## config.mk

```make
export PLATFORM = sky130hd
export DESIGN_NAME = quadrature_encoder_debounced_counter_core
export DESIGN_NICKNAME = d
export VERILOG_FILES = /design/src/rtl/qedc_pkg.sv /design/src/rtl/qedc_in_stage.sv /design/src/rtl/qedc_update.sv /design/src/rtl/quadrature_encoder_debounced_counter_core.sv
export VERILOG_INCLUDE_DIRS = /design/src /design/src/rtl
export SDC_FILE = /design/constraint.sdc
export NUM_CORES = 1
export LEC_CHECK = 0
export BUFFER_PORTS_ARGS = -buffer_cell sky130_fd_sc_hd__buf_2
export CORE_UTILIZATION = 40
export CTS_BUF_LIST = sky130_fd_sc_hd__clkbuf_4 sky130_fd_sc_hd__clkbuf_8 sky130_fd_sc_hd__clkbuf_16
export DETAILED_ROUTE_END_ITERATION = 8
export PLACE_DENSITY = 0.6
export SLEW_MARGIN = 40
export SYNTH_ARGS = -nofsm -noshare
export SYNTH_HDL_FRONTEND = slang
export SYNTH_SLANG_ARGS = --single-unit
export TNS_END_PERCENT = 100
```

## constraint.sdc

```tcl
create_clock -name clk -period 4.3 [get_ports clk]
set_input_delay 0.645 -clock clk [delete_from_list [all_inputs] [get_ports clk]]
set_output_delay 0.645 -clock clk [all_outputs]
set_load 0.05 [all_outputs]
```

## src/rtl/quadrature_encoder_debounced_counter_core_macros.svh

```systemverilog
// Assertion macros shared by the encoder counter RTL.
`ifndef QUADRATURE_ENCODER_DEBOUNCED_COUNTER_CORE_MACROS_SVH
`define QUADRATURE_ENCODER_DEBOUNCED_COUNTER_CORE_MACROS_SVH

`ifndef SYNTH

// Same-cycle implication, checked at every clock edge outside reset.
`define QEDC_ASSERT_NOW(label, clk, rst_n, ante, cons) \
	label: assert property (@(posedge clk) disable iff (!rst_n) (ante) |-> (cons)) \
		else $error("qedc assertion failed");

// Next-cycle implication, checked at every clock edge outside reset.
`define QEDC_ASSERT_NEXT(label, clk, rst_n, ante, cons) \
	label: assert property (@(posedge clk) disable iff (!rst_n) (ante) |=> (cons)) \
		else $error("qedc assertion failed");

`else

`define QEDC_ASSERT_NOW(label, clk, rst_n, ante, cons)
`define QEDC_ASSERT_NEXT(label, clk, rst_n, ante, cons)

`endif

`endif

```

## src/rtl/qedc_pkg.sv

```systemverilog
// Package with types, constants and the quadrature table of the encoder counter.
`default_nettype none

package qedc_pkg;

	// Command codes carried by each input transaction.
	typedef enum logic [1:0] {
		CMD_EDGE    = 2'd0,
		CMD_CONSUME = 2'd1,
		CMD_LOAD    = 2'd2,
		CMD_CAPTURE = 2'd3
	} qedc_cmd_t;

	localparam int CNT_W     = 32;
	localparam int TIME_W    = 32;
	localparam int DEB_W     = 16;
	localparam int STEP_W    = 4;
	localparam int QEDC_CLAMP = 4;

	localparam logic [DEB_W-1:0] DEBOUNCE_RESET = 16'd1000;

	// Clamp limits at counter and step widths.
	localparam logic signed [CNT_W-1:0]  CLAMP_CNT  = CNT_W'(QEDC_CLAMP);
	localparam logic signed [STEP_W-1:0] CLAMP_STEP = STEP_W'(QEDC_CLAMP);

	// Count step indexed by {old A, old B, new A, new B}.
	localparam logic signed [1:0] QUAD_TABLE [16] = '{
		 2'sd0, -2'sd1,  2'sd1,  2'sd0,
		 2'sd1,  2'sd0,  2'sd0, -2'sd1,
		-2'sd1,  2'sd0,  2'sd0,  2'sd1,
		 2'sd0,  2'sd1, -2'sd1,  2'sd0
	};

	// One input transaction as held in the input register.
	typedef struct packed {
		qedc_cmd_t                cmd;
		logic [TIME_W-1:0]        time_us;
		logic [1:0]               pins;
		logic signed [CNT_W-1:0]  load_value;
	} qedc_item_t;

	// One result transaction.
	typedef struct packed {
		logic signed [CNT_W-1:0]  position;
		logic signed [STEP_W-1:0] step_delta;
		logic                     delta_valid;
		logic                     edge_taken;
	} qedc_result_t;

endpackage

`default_nettype wire

```

## src/rtl/qedc_in_stage.sv

```systemverilog
// Input register stage of the encoder counter.
`default_nettype none

module qedc_in_stage (
	input  wire logic                 clk,
	input  wire logic                 arst_n,
	input  wire logic                 in_valid,
	output logic                      in_stall,
	input  wire qedc_pkg::qedc_item_t in_item,
	input  wire logic                 advance,
	output logic                      valid_s1,
	output qedc_pkg::qedc_item_t      item_s1
);
	import qedc_pkg::*;

	// The stage holds only while its item cannot move on.
	assign in_stall = valid_s1 && !advance;

	// Valid flag of the input register.
	always_ff @(posedge clk or negedge arst_n) begin
		if (!arst_n) begin
			valid_s1 <= 1'b0;
		end else if (!in_stall) begin
			valid_s1 <= in_valid;
		end
	end

	// Payload of the input register, loaded with each accepted transaction.
	always_ff @(posedge clk) begin
		if (in_valid && !in_stall) begin
			item_s1 <= in_item;
		end
	end

endmodule

`default_nettype wire

```

## src/rtl/qedc_update.sv

```systemverilog
// Encoder state, debounce register, update logic and result register.
`default_nettype none
`include "quadrature_encoder_debounced_counter_core_macros.svh"

module qedc_update (
	input  wire logic                    clk,
	input  wire logic                    arst_n,
	input  wire logic                    cfg_wr_en,
	input  wire logic [qedc_pkg::DEB_W-1:0] cfg_wr_data,
	input  wire logic                    valid_s1,
	input  wire qedc_pkg::qedc_item_t    item_s1,
	output logic                         advance,
	output logic                         out_valid,
	input  wire logic                    out_stall,
	output qedc_pkg::qedc_result_t       result
);
	import qedc_pkg::*;

	logic [DEB_W-1:0]         debounce_q;
	logic signed [CNT_W-1:0]  position_q;
	logic [1:0]               pins_q;
	logic [TIME_W-1:0]        last_edge_q;
	logic signed [CNT_W-1:0]  consumed_q;

	logic signed [CNT_W-1:0]  position_d;
	logic [1:0]               pins_d;
	logic [TIME_W-1:0]        last_edge_d;
	logic signed [CNT_W-1:0]  consumed_d;
	logic [TIME_W-1:0]        elapsed;
	logic signed [CNT_W-1:0]  diff;
	logic signed [1:0]        quad_step;
	qedc_result_t             result_d;
	logic                     out_valid_q;
	qedc_result_t             result_q;
	logic                     fire;

	// The result register frees up when empty or when its transaction leaves.
	assign advance   = !out_valid_q || !out_stall;
	assign fire      = valid_s1 && advance;
	assign out_valid = out_valid_q;
	assign result    = result_q;

	assign elapsed   = item_s1.time_us - last_edge_q;
	assign diff      = position_q - consumed_q;
	assign quad_step = QUAD_TABLE[{pins_q, item_s1.pins}];

	// Next state and result for the item in the input register.
	always_comb begin
		position_d           = position_q;
		pins_d               = pins_q;
		last_edge_d          = last_edge_q;
		consumed_d           = consumed_q;
		result_d.step_delta  = '0;
		result_d.delta_valid = 1'b0;
		result_d.edge_taken  = 1'b0;
		unique case (item_s1.cmd)
			CMD_EDGE: begin
				if (elapsed >= TIME_W'(debounce_q)) begin
					last_edge_d         = item_s1.time_us;
					position_d          = position_q + {{(CNT_W-2){quad_step[1]}}, quad_step};
					pins_d              = item_s1.pins;
					result_d.edge_taken = 1'b1;
				end
			end
			CMD_CONSUME: begin
				if (diff != '0) begin
					if (diff > CLAMP_CNT) begin
						result_d.step_delta = CLAMP_STEP;
					end else if (diff < -CLAMP_CNT) begin
						result_d.step_delta = -CLAMP_STEP;
					end else begin
						result_d.step_delta = diff[STEP_W-1:0];
					end
					consumed_d           = position_q;
					result_d.delta_valid = 1'b1;
				end
			end
			CMD_LOAD: begin
				position_d = item_s1.load_value;
			end
			CMD_CAPTURE: begin
				pins_d = item_s1.pins;
			end
		endcase
		result_d.position = position_d;
	end

	// Debounce configuration register.
	always_ff @(posedge clk or negedge arst_n) begin
		if (!arst_n) begin
			debounce_q <= DEBOUNCE_RESET;
		end else if (cfg_wr_en) begin
			debounce_q <= cfg_wr_data;
		end
	end

	// Encoder state, updated once per transaction that moves to the output.
	always_ff @(posedge clk or negedge arst_n) begin
		if (!arst_n) begin
			position_q  <= '0;
			pins_q      <= '0;
			last_edge_q <= '0;
			consumed_q  <= '0;
		end else if (fire) begin
			position_q  <= position_d;
			pins_q      <= pins_d;
			last_edge_q <= last_edge_d;
			consumed_q  <= consumed_d;
		end
	end

	// Output valid flag.
	always_ff @(posedge clk or negedge arst_n) begin
		if (!arst_n) begin
			out_valid_q <= 1'b0;
		end else if (advance) begin
			out_valid_q <= valid_s1;
		end
	end

	// Output payload register.
	always_ff @(posedge clk) begin
		if (fire) begin
			result_q <= result_d;
		end
	end

	// A reported delta is never zero and stays within the clamp.
	`QEDC_ASSERT_NOW(a_delta_nonzero, clk, arst_n, out_valid_q && result_q.delta_valid, result_q.step_delta != '0)
	`QEDC_ASSERT_NOW(a_delta_range, clk, arst_n, out_valid_q, result_q.step_delta <= CLAMP_STEP && result_q.step_delta >= -CLAMP_STEP)
	// An edge and a consume never report in the same result.
	`QEDC_ASSERT_NOW(a_flags_exclusive, clk, arst_n, out_valid_q, !(result_q.edge_taken && result_q.delta_valid))
	// A taken edge records its timestamp.
	`QEDC_ASSERT_NEXT(a_edge_time, clk, arst_n, fire && result_d.edge_taken, last_edge_q == $past(item_s1.time_us))
	// A result register that is stalled keeps its transaction.
	`QEDC_ASSERT_NEXT(a_out_hold, clk, arst_n, out_valid_q && out_stall, out_valid_q && result_q == $past(result_q))

endmodule

`default_nettype wire

```

## src/rtl/quadrature_encoder_debounced_counter_core.sv

```systemverilog
// Top level of the debounced 4x quadrature encoder counter.
//
//  channel  | direction | handshake                 | payload
//  ---------+-----------+---------------------------+--------------------------------------
//  input    | in        | in_valid / in_stall       | command time_us pin_a pin_b load_value
//  output   | out       | out_valid / out_stall     | position step_delta delta_valid edge_taken
//  config   | in        | cfg_wr_en                 | cfg_wr_data (debounce_us)
//
// One transaction is accepted per cycle while in_stall is low; its result passes through
// the input register and then the output register, where out_stall can hold it.
// The state update is one table lookup plus 32-bit subtracts, compares and an add.
// arst_n clears the count, pin and time state and sets the debounce to 1000 us.
// A stalled output holds its result; in_stall rises only when both registers are full
// and out_stall is high.
`default_nettype none

module quadrature_encoder_debounced_counter_core (
	input  wire logic        clk,
	input  wire logic        arst_n,
	input  wire logic        in_valid,
	output logic             in_stall,
	input  wire logic [1:0]  command,
	input  wire logic [31:0] time_us,
	input  wire logic        pin_a,
	input  wire logic        pin_b,
	input  wire logic signed [31:0] load_value,
	input  wire logic        cfg_wr_en,
	input  wire logic [15:0] cfg_wr_data,
	output logic             out_valid,
	input  wire logic        out_stall,
	output logic signed [31:0] position,
	output logic signed [3:0] step_delta,
	output logic             delta_valid,
	output logic             edge_taken
);
	import qedc_pkg::*;

	qedc_item_t   in_item;
	qedc_item_t   item_s1;
	logic         valid_s1;
	logic         advance;
	qedc_result_t result;

	// Gather the input fields into one transaction.
	assign in_item.cmd        = qedc_cmd_t'(command);
	assign in_item.time_us    = time_us;
	assign in_item.pins       = {pin_a, pin_b};
	assign in_item.load_value = load_value;

	qedc_in_stage u_in_stage (
		.clk      (clk),
		.arst_n   (arst_n),
		.in_valid (in_valid),
		.in_stall (in_stall),
		.in_item  (in_item),
		.advance  (advance),
		.valid_s1 (valid_s1),
		.item_s1  (item_s1)
	);

	qedc_update u_update (
		.clk         (clk),
		.arst_n      (arst_n),
		.cfg_wr_en   (cfg_wr_en),
		.cfg_wr_data (cfg_wr_data),
		.valid_s1    (valid_s1),
		.item_s1     (item_s1),
		.advance     (advance),
		.out_valid   (out_valid),
		.out_stall   (out_stall),
		.result      (result)
	);

	// Split the result transaction onto the output ports.
	assign position    = result.position;
	assign step_delta  = result.step_delta;
	assign delta_valid = result.delta_valid;
	assign edge_taken  = result.edge_taken;

endmodule

`default_nettype wire

```

### Word-level counts from Yosys, hierarchy flattened

Memories as Yosys holds them, arrays and structs flattened.
Cells that the tools add are included.

* input port bits: 89
* word-level logic and storage cells: 59
* flip-flop bits (word level): 222
* memories: 1
* bits in read-only memories: 32

Memory list
* (no name shown): depth 16, width 2, rd ports 1, clocked after Yosys merged registers in 0, write ports 0, RTL line qedc_update.sv:45 `assign quad_step = QUAD_TABLE[{pins_q, item_s1.pins}];`

* order comparisons: 4
* muxes and demuxes: 10
* add/sub/neg operators: 3
* equal/unequal tests: 4
* reductions and logical operators: 17
* bitwise logic cells: 3

Operators with widths (count)
* one-hot mux 32 bit (2 select lines): 1
* subtractor 32 bit: 2
* adder 32 bit: 1
* >= comparator 32 x 16 -> 1 bit: 1
* greater-than comparator 32 x 4 -> 1 bit, second input constant: 1
* less-than comparator 32 x 3 -> 1 bit, second input constant: 1
* two-way mux 32 bit: 1
* nonzero test 32 bit: 1
* AND reduction 3 bit: 3
* two-way mux 2 bit: 3
* >= comparator 5 bit, second input constant: 1
* inverter 4 -> 5 bit: 1
* == test 2 bit, second input constant: 2
* logical NOT 1 bit: 4
* two-way mux 4 bit: 1
* one-hot mux 2 bit (2 select lines): 1
* OR reduction 4 bit: 1
* logical AND 1 bit: 3
* two-way mux 3 bit: 1
* OR reduction 3 bit: 1
* == test 2 x 1 -> 1 bit, second input constant: 1
* logical NOT 2 bit: 1
* two-way mux 1 bit: 2
* != test 2 x 1 -> 1 bit, second input constant: 1
* other kinds (4): 5

### Logic depth before layout (Yosys ltp)

Gate-level depths: netlist (run 1).

* depth after elaboration: 7
* depth in mapped cells: 23
* depth with buffers taken out: 21

### Cells and area by module

Synthesis (run 1) repeated with hierarchy kept, for this count alone.

* cells, all modules: 1548
* area, all modules: 15153.3 um2

By module, submodules not included
* qedc_update: area an instance 13053.8 um2, times used 1, cells each 1475
* qedc_in_stage: area an instance 2099.5 um2, times used 1, cells each 73

### Least setup slack after synthesis (run 1)

Ideal clock, no wire load.

* kind: register to register
* start point: reg, netlist name u_in_stage.item_s1[42]
* end point: reg u_update.position_q[21]
* arrival time: 4.620 ns
* buffers on the path: 3
* period minus slack after synthesis: 4.757 ns
* path slack: -0.457 ns
* cell stages (with the launch flop): 22
* library setup time: 0.137 ns
* data required time: 4.163 ns
* cell sequence: edfxtp_1 > ha_1 > clkbuf_1 > a21o_1 > a221o_1 > a21boi_0 > a21boi_0 > xnor2_1 > ha_1 > a21oi_1 > o21ai_0 > a2111oi_0 > o211ai_1 > nor4_1 > nand4_1 > nor4_1 > nand4_1 > nor3_1 > buf_2 > buf_2 > mux2i_1 > a21oi_1

* word-level cells in the longest chain between the ends: 4

Ends and longest elaborated chain
* subtractor 32 bit: RTL line qedc_update.sv:43 `assign elapsed = item_s1.time_us - last_edge_q;`
* >= comparator 32 x 16 -> 1 bit: RTL line qedc_update.sv:58 `if (elapsed >= TIME_W'(debounce_q)) begin`
* two-way mux 32 bit: RTL line qedc_update.sv:58
* one-hot mux 32 bit (2 select lines): RTL line qedc_update.sv:56 `unique case (item_s1.cmd)`
* to (signal assigned): RTL line qedc_update.sv:105 `position_q <= position_d;`
* to (decl): RTL line qedc_update.sv:20 `logic signed [CNT_W-1:0] position_q;`

No other way between the ends.
A chain may end at the register's enable or synchronous reset.

### Worst setup path after layout (run 1)

* start point: reg, netlist name u_in_stage.item_s1[38]
* end point: reg u_update.result_q, in the netlist u_update.result[13] (data pin)

* word-level cells in the longest chain between the ends: 4

Ends and longest elaborated chain
* subtractor 32 bit: RTL line qedc_update.sv:43
* >= comparator 32 x 16 -> 1 bit: RTL line qedc_update.sv:58
* two-way mux 32 bit: RTL line qedc_update.sv:58
* one-hot mux 32 bit (2 select lines): RTL line qedc_update.sv:56
* named net u_update.position_d[7]: RTL line qedc_update.sv:25 `logic signed [CNT_W-1:0] position_d;`
* to (signal assigned): RTL line qedc_update.sv:124 `result_q <= result_d;`
* to (decl): RTL line qedc_update.sv:34 `qedc_result_t result_q;`

The timed path passes the listed nets, and every way through them passes these cells.

==> metrics.yaml, run 1 <==
run_status:
  status: "complete, but fails checks"
  violations: "setup timing"
yosys:
  synth_xor_xnor_area_share: 0.04070
  ys_seq_elements: 222
  synth_cells: 1640
  ys_warn_count: 0
  avgSynthCellArea_um2: 9.447
  yosys.area_share.adder: 0.09513
  async_flop_share: 0.5225
  synth_top_family_by_area: "compound AO/OA/AOI/OAI gates"
  yosys.area_share.simple: 0.1456
  synth_cell_types: 78
  synth_edf_count: 106
  synth_flop_cell: "dfrtp_1"
  seq_area_frac_synth: 0.3933
  muxShareOfSynthArea: 0.06485
  synth_area_um2: 15490
  synth_fp_nets: 1845
  synth_compound_area_frac: 0.2155
clock_network:
  clock_latency_ps: 550
  cts_tree: "yes"
  cts.sinks: 222
  clockBufferDepth: 3
  clk_pin_slew_ps: 60
  postCtsHoldBufs: 0
  h-tree-depth: 1
  numCtsBuffers: 26
  cts_root_buf: "clkbuf_16"
final_layout:
  syn_to_final_growth_pct: 29.64
  stdcell_count: 2487
  most-common-layout-cells: "buf_4 (185), nand2_1 (138), buf_2 (127)"
  seq_area_um2: 6093
  layout_commonest_cell: "buf_4"
  num-nets-final: 2161
  drive_gt1_frac: 0.2910
  fillers: 3460
  fin_util: 0.5295
  n_antenna_cell: 0
  multi_input_area_um2: 9303
timing:
  setup_viol: 97
  min_period_over_period: 1.131
  post-route-min-period_ps: 4865
  final_max_slew_viol_count: 0
  fmax_ghz: 0.2055
  max-slew-margin-rel: 0.4528
  final.setup_skew_ps: 19.91
  worst_slack_ps: -565.0
  finalSetupTns_ps: -31230
  rsz0062_at_grt: "true"
  tightest_slew_ps: 817.7
  hold_viol: 0
floorplanning:
  dieArea_um2: 39530
  rows: 71
  die_y_um: 198.8
  core_area_um2: 37930
  ioPinCount: 129
  initial_core_util: 0.4085
  chipWidth_um: 198.8
global_route:
  use_met3: 0.02628
  grt_pass1_wl_um: 74070
  grt_pass1_vias: 14120
  busiest_layer: "met2"
  grt_util_met2: 0.4139
  grt_start_max_net_pins: 58
  met1_usage: 0.3011
  overflow: 0
  grtUsageTotal: 0.2385
  antenna_found_initial: 0
route:
  wire_per_inst_um: 19.00
  drt-total-wl_um: 47250
  vias_per_cell: 5.678
  dr.pass1.iters: 8
  drc: 0
  ant_nets: 0
  vias: 14120
  drt_iter0_drc: 802
pwr:
  p_seq_frac: 0.196
  power_density_nw_per_um2: 813.8
  combPwrFrac: 0.665
  intPower_mw: 8.911
  power_switching_share: 0.4548
  switching_power_mw: 7.434
  pwr-share-clk: 0.140
  vdd_drop_max_uv: 352.8
  power_leakage_nw: 8.742
run:
  max-cap-violations: 0
worst_hold_path:
  min-delay-path-class: "in2async"
setup_path:
  cp.arrival_ps: 5160
  startpoint_type: "flop"
  r2r_cells: 21
  critical_path_peak_fanout: 8
  path_class: "reg2reg"
  worst_setup_path_end_kind: "flop"
  timing.rr.end: "u_update.result[13]"
  worstPathRequired_ps: 4590
  reg2reg_setup_slack_ps: -570
  timing.rr.start: "u_in_stage.item_s1[38]"
placement:
  dp.cells: 2404
  finalWeightedCongestion: 0.9640
  io_buffers: 128
  hpwl_um: 35200
## repair_timing
action / in CTS / in global routing
pin swaps: 31 / 56
setup endpoints to repair: 133 / 134
resized for setup: 100 / 57
buffers inserted: 19 / 7
gates cloned: 5 / 3
endpoints found under the hold margin: 0 / 0
## registers in the layout, indices dropped and copies added (netlist names)
register / flops
u_in_stage.item_s1: 68
u_in_stage.valid_s1: 1
u_update.consumed_q: 32
u_update.debounce_q: 16
u_update.last_edge_q: 32
u_update.out_valid: 1
u_update.pins_q: 2
u_update.position_q: 32
u_update.result: 38
## layer usage
layer | vias up | share of wire
li1 | 6792 | -
met1 | 6792 | 0.43
met2 | 434 | 0.48
met3 | 102 | 0.045
met4 | 0 | 0.041
met5 | - | 0
## cells in the mapped netlist (all sizes together) (18+ instances only)
| master | instances | area (µm²) |
|---|---|---|
| nand3 | 28 | 140.1 |
| o31ai | 33 | 247.7 |
| nor2 | 92 | 345.3 |
| xnor2 | 50 | 437.9 |
| mux2 | 65 | 732.0 |
| a31oi | 26 | 168.9 |
| a21oi | 123 | 615.6 |
| nand2 | 144 | 540.5 |
| a211oi | 19 | 142.6 |
| nand4 | 23 | 143.9 |
| xor2 | 22 | 192.7 |
| clkbuf | 52 | 195.2 |
| dfrtp | 110 | 2753 |
| edfxtp | 106 | 3183 |
| o22ai | 27 | 168.9 |
| inv | 116 | 435.4 |
| o21ai | 93 | 465.5 |
| a22o | 19 | 166.4 |
| nor3 | 35 | 175.2 |
| nand2b | 18 | 112.6 |
| a21o | 35 | 262.8 |
| ha | 113 | 1414 |
| and3 | 20 | 125.1 |
| mux2i | 25 | 250.2 |
## layout make-up
class	count	share of cell area
multi-input combinational	1237	0.4632
sequential	222	0.3034
timing repair buffer	353	0.1353
clock buffer	36	0.03850
tap	511	0.03183
inverter	116	0.02168
clock inverter	12	0.006167
## logic make-up after synthesis
| group | count (synthesis) |
|---|---|
| AO/OA/AOI/OAI | 504 |
| XOR/XNOR | 72 |
| buffers and inverters | 181 |
| AND/OR/NAND/NOR | 454 |
| multiplexers | 91 |
| adder cells (fa/ha/maj) | 116 |
| flip-flops | 222 |
## critical path, stage by stage, from the launching register on
cell and delay (ps):
edfxtp_1 420, ha_4 240, a21o_1 160, or3_4 380, buf_6 120, o211ai_1 210, and3b_1 230, xnor2_1 80
ha_1 330, nand2_2 110, nor2_2 70, a2111oi_2 290, o211ai_1 150, nor4_1 250, nand4_1 180, nor4_2 240
nand4_1 180, nor3_4 300, buf_6 210, clkbuf_16 180, o31ai_1 70, a22o_1 200
## power by group through the flow
stage / logic, mW / registers [mW] / clock network, mW
after CTS: 10.4 / 3.19 / 2.35
after detailed placement: 10.1 / 3.22 / 0
final: 10.9 / 3.20 / 2.28
after global placement: 9.98 / 3.20 / 0
after floorplan: 6.63 / 3.39 / 0
after global routing: 11.9 / 3.26 / 2.41
## worst max-delay path by stage
| stage | start | endpoint | cells past startpoint |
|---|---|---|---|
| final | u_in_stage.item_s1[38] | u_update.result[13] | 21 |
| after floorplan | u_in_stage.item_s1[38] | u_update.result[8] | 19 |
| after global routing | u_in_stage.item_s1[42] | u_update.result[12] | 20 |
| after global placement | u_in_stage.item_s1[38] | u_update.result[11] | 20 |
| after detailed placement | u_in_stage.item_s1[38] | u_update.result[17] | 21 |
| after CTS | u_in_stage.item_s1[38] | u_update.result[11] | 21 |
## stage by stage
stage	power (mW)	hold WS, ps	instance area (µm²)	setup slack, ps
2_1_floorplan	10.02	349.4	15540	5.574
3_3_place_gp	13.18	468.9	18110	-504.8
3_5_place_dp	13.30	472.5	18130	-549.8
4_1_cts	15.92	179.9	19680	-478.1
5_1_grt	17.54	93.28	20090	-796.6
6_report	16.34	71.36	20090	-565.0
(Power assumes the default switching activity.)
==> run 2: changes to the inputs <==
--- a/config.mk
+++ b/config.mk
@@ -7,6 +7,7 @@
 export NUM_CORES = 1
 export LEC_CHECK = 0
 export BUFFER_PORTS_ARGS = -buffer_cell sky130_fd_sc_hd__buf_2
+export CORE_ASPECT_RATIO = 0.75
 export CORE_UTILIZATION = 40
 export CTS_BUF_LIST = sky130_fd_sc_hd__clkbuf_4 sky130_fd_sc_hd__clkbuf_8 sky130_fd_sc_hd__clkbuf_16
 export DETAILED_ROUTE_END_ITERATION = 8
==> constraint.sdc (replaced) <==
create_clock -name clk -period 4.3 [get_ports clk]
set_input_delay 0.43 -clock clk [delete_from_list [all_inputs] [get_ports clk]]
set_output_delay 0.43 -clock clk [all_outputs]
set_load 0.02 [all_outputs]
==> run 2 against run 1 <==
Compared with the run above: the flow still finishes with violations (setup timing); flip-flop and latch count is the same; routed wire length grew 8.5%; final cell count grew 0.72%; clock power shrank 6%; power grew 1.9%; non-clock buffer count grew 19; sequential power is essentially flat; via count grew 2.2%; global-route usage grew 1.0 points; sequential share of layout area shrank 0.37 points; critical path depth shrank 1; core utilization grew 0.22 points.
==> metrics.yaml, run 2 (same netlist as run 1, synthesis figures left out) <==
floorplanning:
  ioPinCount: 129  # unchanged
  rows: 62  # -13%
  core_area_um2: 38240  # +0.82%
  chipWidth_um: 229.3  # +15%
  dieArea_um2: 39530  # about the same
  initial_core_util: 0.4051  # -0.003327
  die_y_um: 172.4  # -13%
global_route:
  grt_start_max_net_pins: 68  # +17%
  grtUsageTotal: 0.2487  # +0.01025
  grt_pass1_vias: 13180  # -6.6%
  grt_pass1_wl_um: 76710  # +3.6%
  overflow: 0  # unchanged
  antenna_found_initial: 0  # unchanged
placement:
  dp.cells: 2415  # +0.46%
  finalWeightedCongestion: 0.9551  # -0.92%
  io_buffers: 128  # unchanged
  hpwl_um: 37470  # +6.5%
timing:
  min_period_over_period: 1.121  # -0.01079
  max-slew-margin-rel: 0.3982  # -0.05461
  setup_viol: 98  # +1.0%
  final_max_slew_viol_count: 0  # unchanged
  post-route-min-period_ps: 4819  # -46.40 ps
  final.setup_skew_ps: 26.24  # +6.333 ps
  tightest_slew_ps: 902.7  # +84.93 ps
  worst_slack_ps: -518.6  # +46.40 ps
  fmax_ghz: 0.2075  # +0.96%
  hold_viol: 0  # unchanged
  rsz0062_at_grt: "true"
  finalSetupTns_ps: -37140  # -5911 ps
route:
  dr.pass1.iters: 6  # -2
  drt_iter0_drc: 1528  # +91%
  drc: 0  # unchanged
  ant_nets: 0  # unchanged
  wire_per_inst_um: 20.48  # +7.8%
  drt-total-wl_um: 51290  # +8.5%
  vias: 14440  # +2.2%
  vias_per_cell: 5.762  # +1.5%
clock_network:
  clk_pin_slew_ps: 60  # about the same
  h-tree-depth: 1  # unchanged
  clockBufferDepth: 3  # unchanged
  cts.sinks: 222  # unchanged
  cts_tree: "yes"
  numCtsBuffers: 25  # -3.8%
  clock_latency_ps: 560  # about the same
  cts_root_buf: "clkbuf_16"
setup_path:
  path_class: "reg2reg"
  critical_path_peak_fanout: 5  # -3
  cp.arrival_ps: 5110  # -50 ps
  startpoint_type: "flop"
  worst_setup_path_end_kind: "flop"
  reg2reg_setup_slack_ps: -520  # +50 ps
  worstPathRequired_ps: 4590  # about the same
final_layout:
  drive_gt1_frac: 0.3051  # +0.01408
  syn_to_final_growth_pct: 31.25
  num-nets-final: 2179  # +0.83%
  stdcell_count: 2505  # +0.72%
  largest_reg_flops: 68  # unchanged
  n_antenna_cell: 0  # unchanged
  layout_commonest_cell: "buf_4"
  most-common-layout-cells: "buf_4 (194), nand2_1 (137), buf_2 (127)"
  fin_util: 0.5317  # +0.002230
  top_register: "u_in_stage.item_s1"
run:
  max-cap-violations: 0  # unchanged
worst_hold_path:
  min-delay-path-class: "in2reg"
pwr:
  power_leakage_nw: 8.837  # +1.1%
  vdd_drop_max_uv: 398.4  # +13%
  power_density_nw_per_um2: 818.7  # +0.60%
  p_total_mw: 16.65  # +1.9%
run_status:
  violations: "setup timing"
  status: "complete, but fails checks"
[run 2: changes by cell type in the layout (fill, tap and decap cells not counted), moves of 4 or more]
cell / previous run / this run
buf_4: 185 / 194
buf_6: 20 / 28
ha_1: 108 / 102
ha_2: 1 / 6
a21oi_2: 14 / 10
o21ai_1: 16 / 12
[run 2: final timing paths]
path / startpoint / to / cells after the start
max: u_in_stage.item_s1[38] / u_update.result[28] / 20
min in group asynchronous: arst_n / u_update.last_edge_q[23] / 2
max in group asynchronous: arst_n / u_update.consumed_q[26] / 3
min: load_value[28] / u_in_stage.item_s1[28] / 1
min reg2reg: u_update.last_edge_q[0] / u_update.last_edge_q[0] / 2
max reg2reg: u_in_stage.item_s1[38] / u_update.result[28] / 20
[run 2: per-layer routing]
metal / wire [µm] / up-vias / GRT usage
met5: 0 / - / 0
met1: 25710 / 6977 / 0.3980
li1: - / 6836 / -
met3: 4455 / 53 / 0.04914
met4: 730 / 0 / 0.04232
met2: 20390 / 569 / 0.3386
[run 2: through the flow]
step	setup WS (ps)	instance area (µm²)	hold WS (ps)
global route	-673.8	20340	22.48
detailed placement	-729.4	18180	485.9
global placement	-647.4	18140	474.9
finish	-518.6	20340	46.90
floorplan	5.574	15540	134.4
CTS	-588.8	19630	24.39
[run 2: critical path, cell delays in order, from the launching register on]
cell and delay, ps:
edfxtp_1 420, ha_4 240, a21o_1 160, or3_4 350
o21a_1 220, buf_6 120, xor2_2 130, ha_1 320
a221o_1 320, a31oi_1 140, o21a_1 240, o21ai_2 100
nor4_1 260, nand4_1 190, nor4_2 290, nand4_1 190
nor3_4 270, buf_6 180, buf_6 140, o31ai_1 80
a22o_1 220
[run 2: report_power, final]
part / internal [mW] / switching [mW] / total, mW
clock: 1.24 / 0.906 / 2.15
sequential: 2.80 / 0.417 / 3.22
combinational: 4.95 / 6.33 / 11.3
total: 9.00 / 7.65 / 16.6
[run 2: timing repair]
action | CTS | global route
hold buffers | 1 | 0
setup buffers | 93 | 20
gates cloned | 5 | 3
pin swaps | 40 | 61
endpoints found under the hold margin | 53 | 0
setup endpoints to repair | 133 | 134
gates resized for setup | 92 | 117
[run 2: area by class of cell]
class	count	area, µm²
Clock buffer	31	676.9
Clock inverter	15	140.1
Fill cell	3416	17910
Inverter	116	437.9
Multi-Input combinational cell	1237	9470
Sequential cell	222	6095
Tap cell	512	640.6
Timing Repair Buffer	372	2875
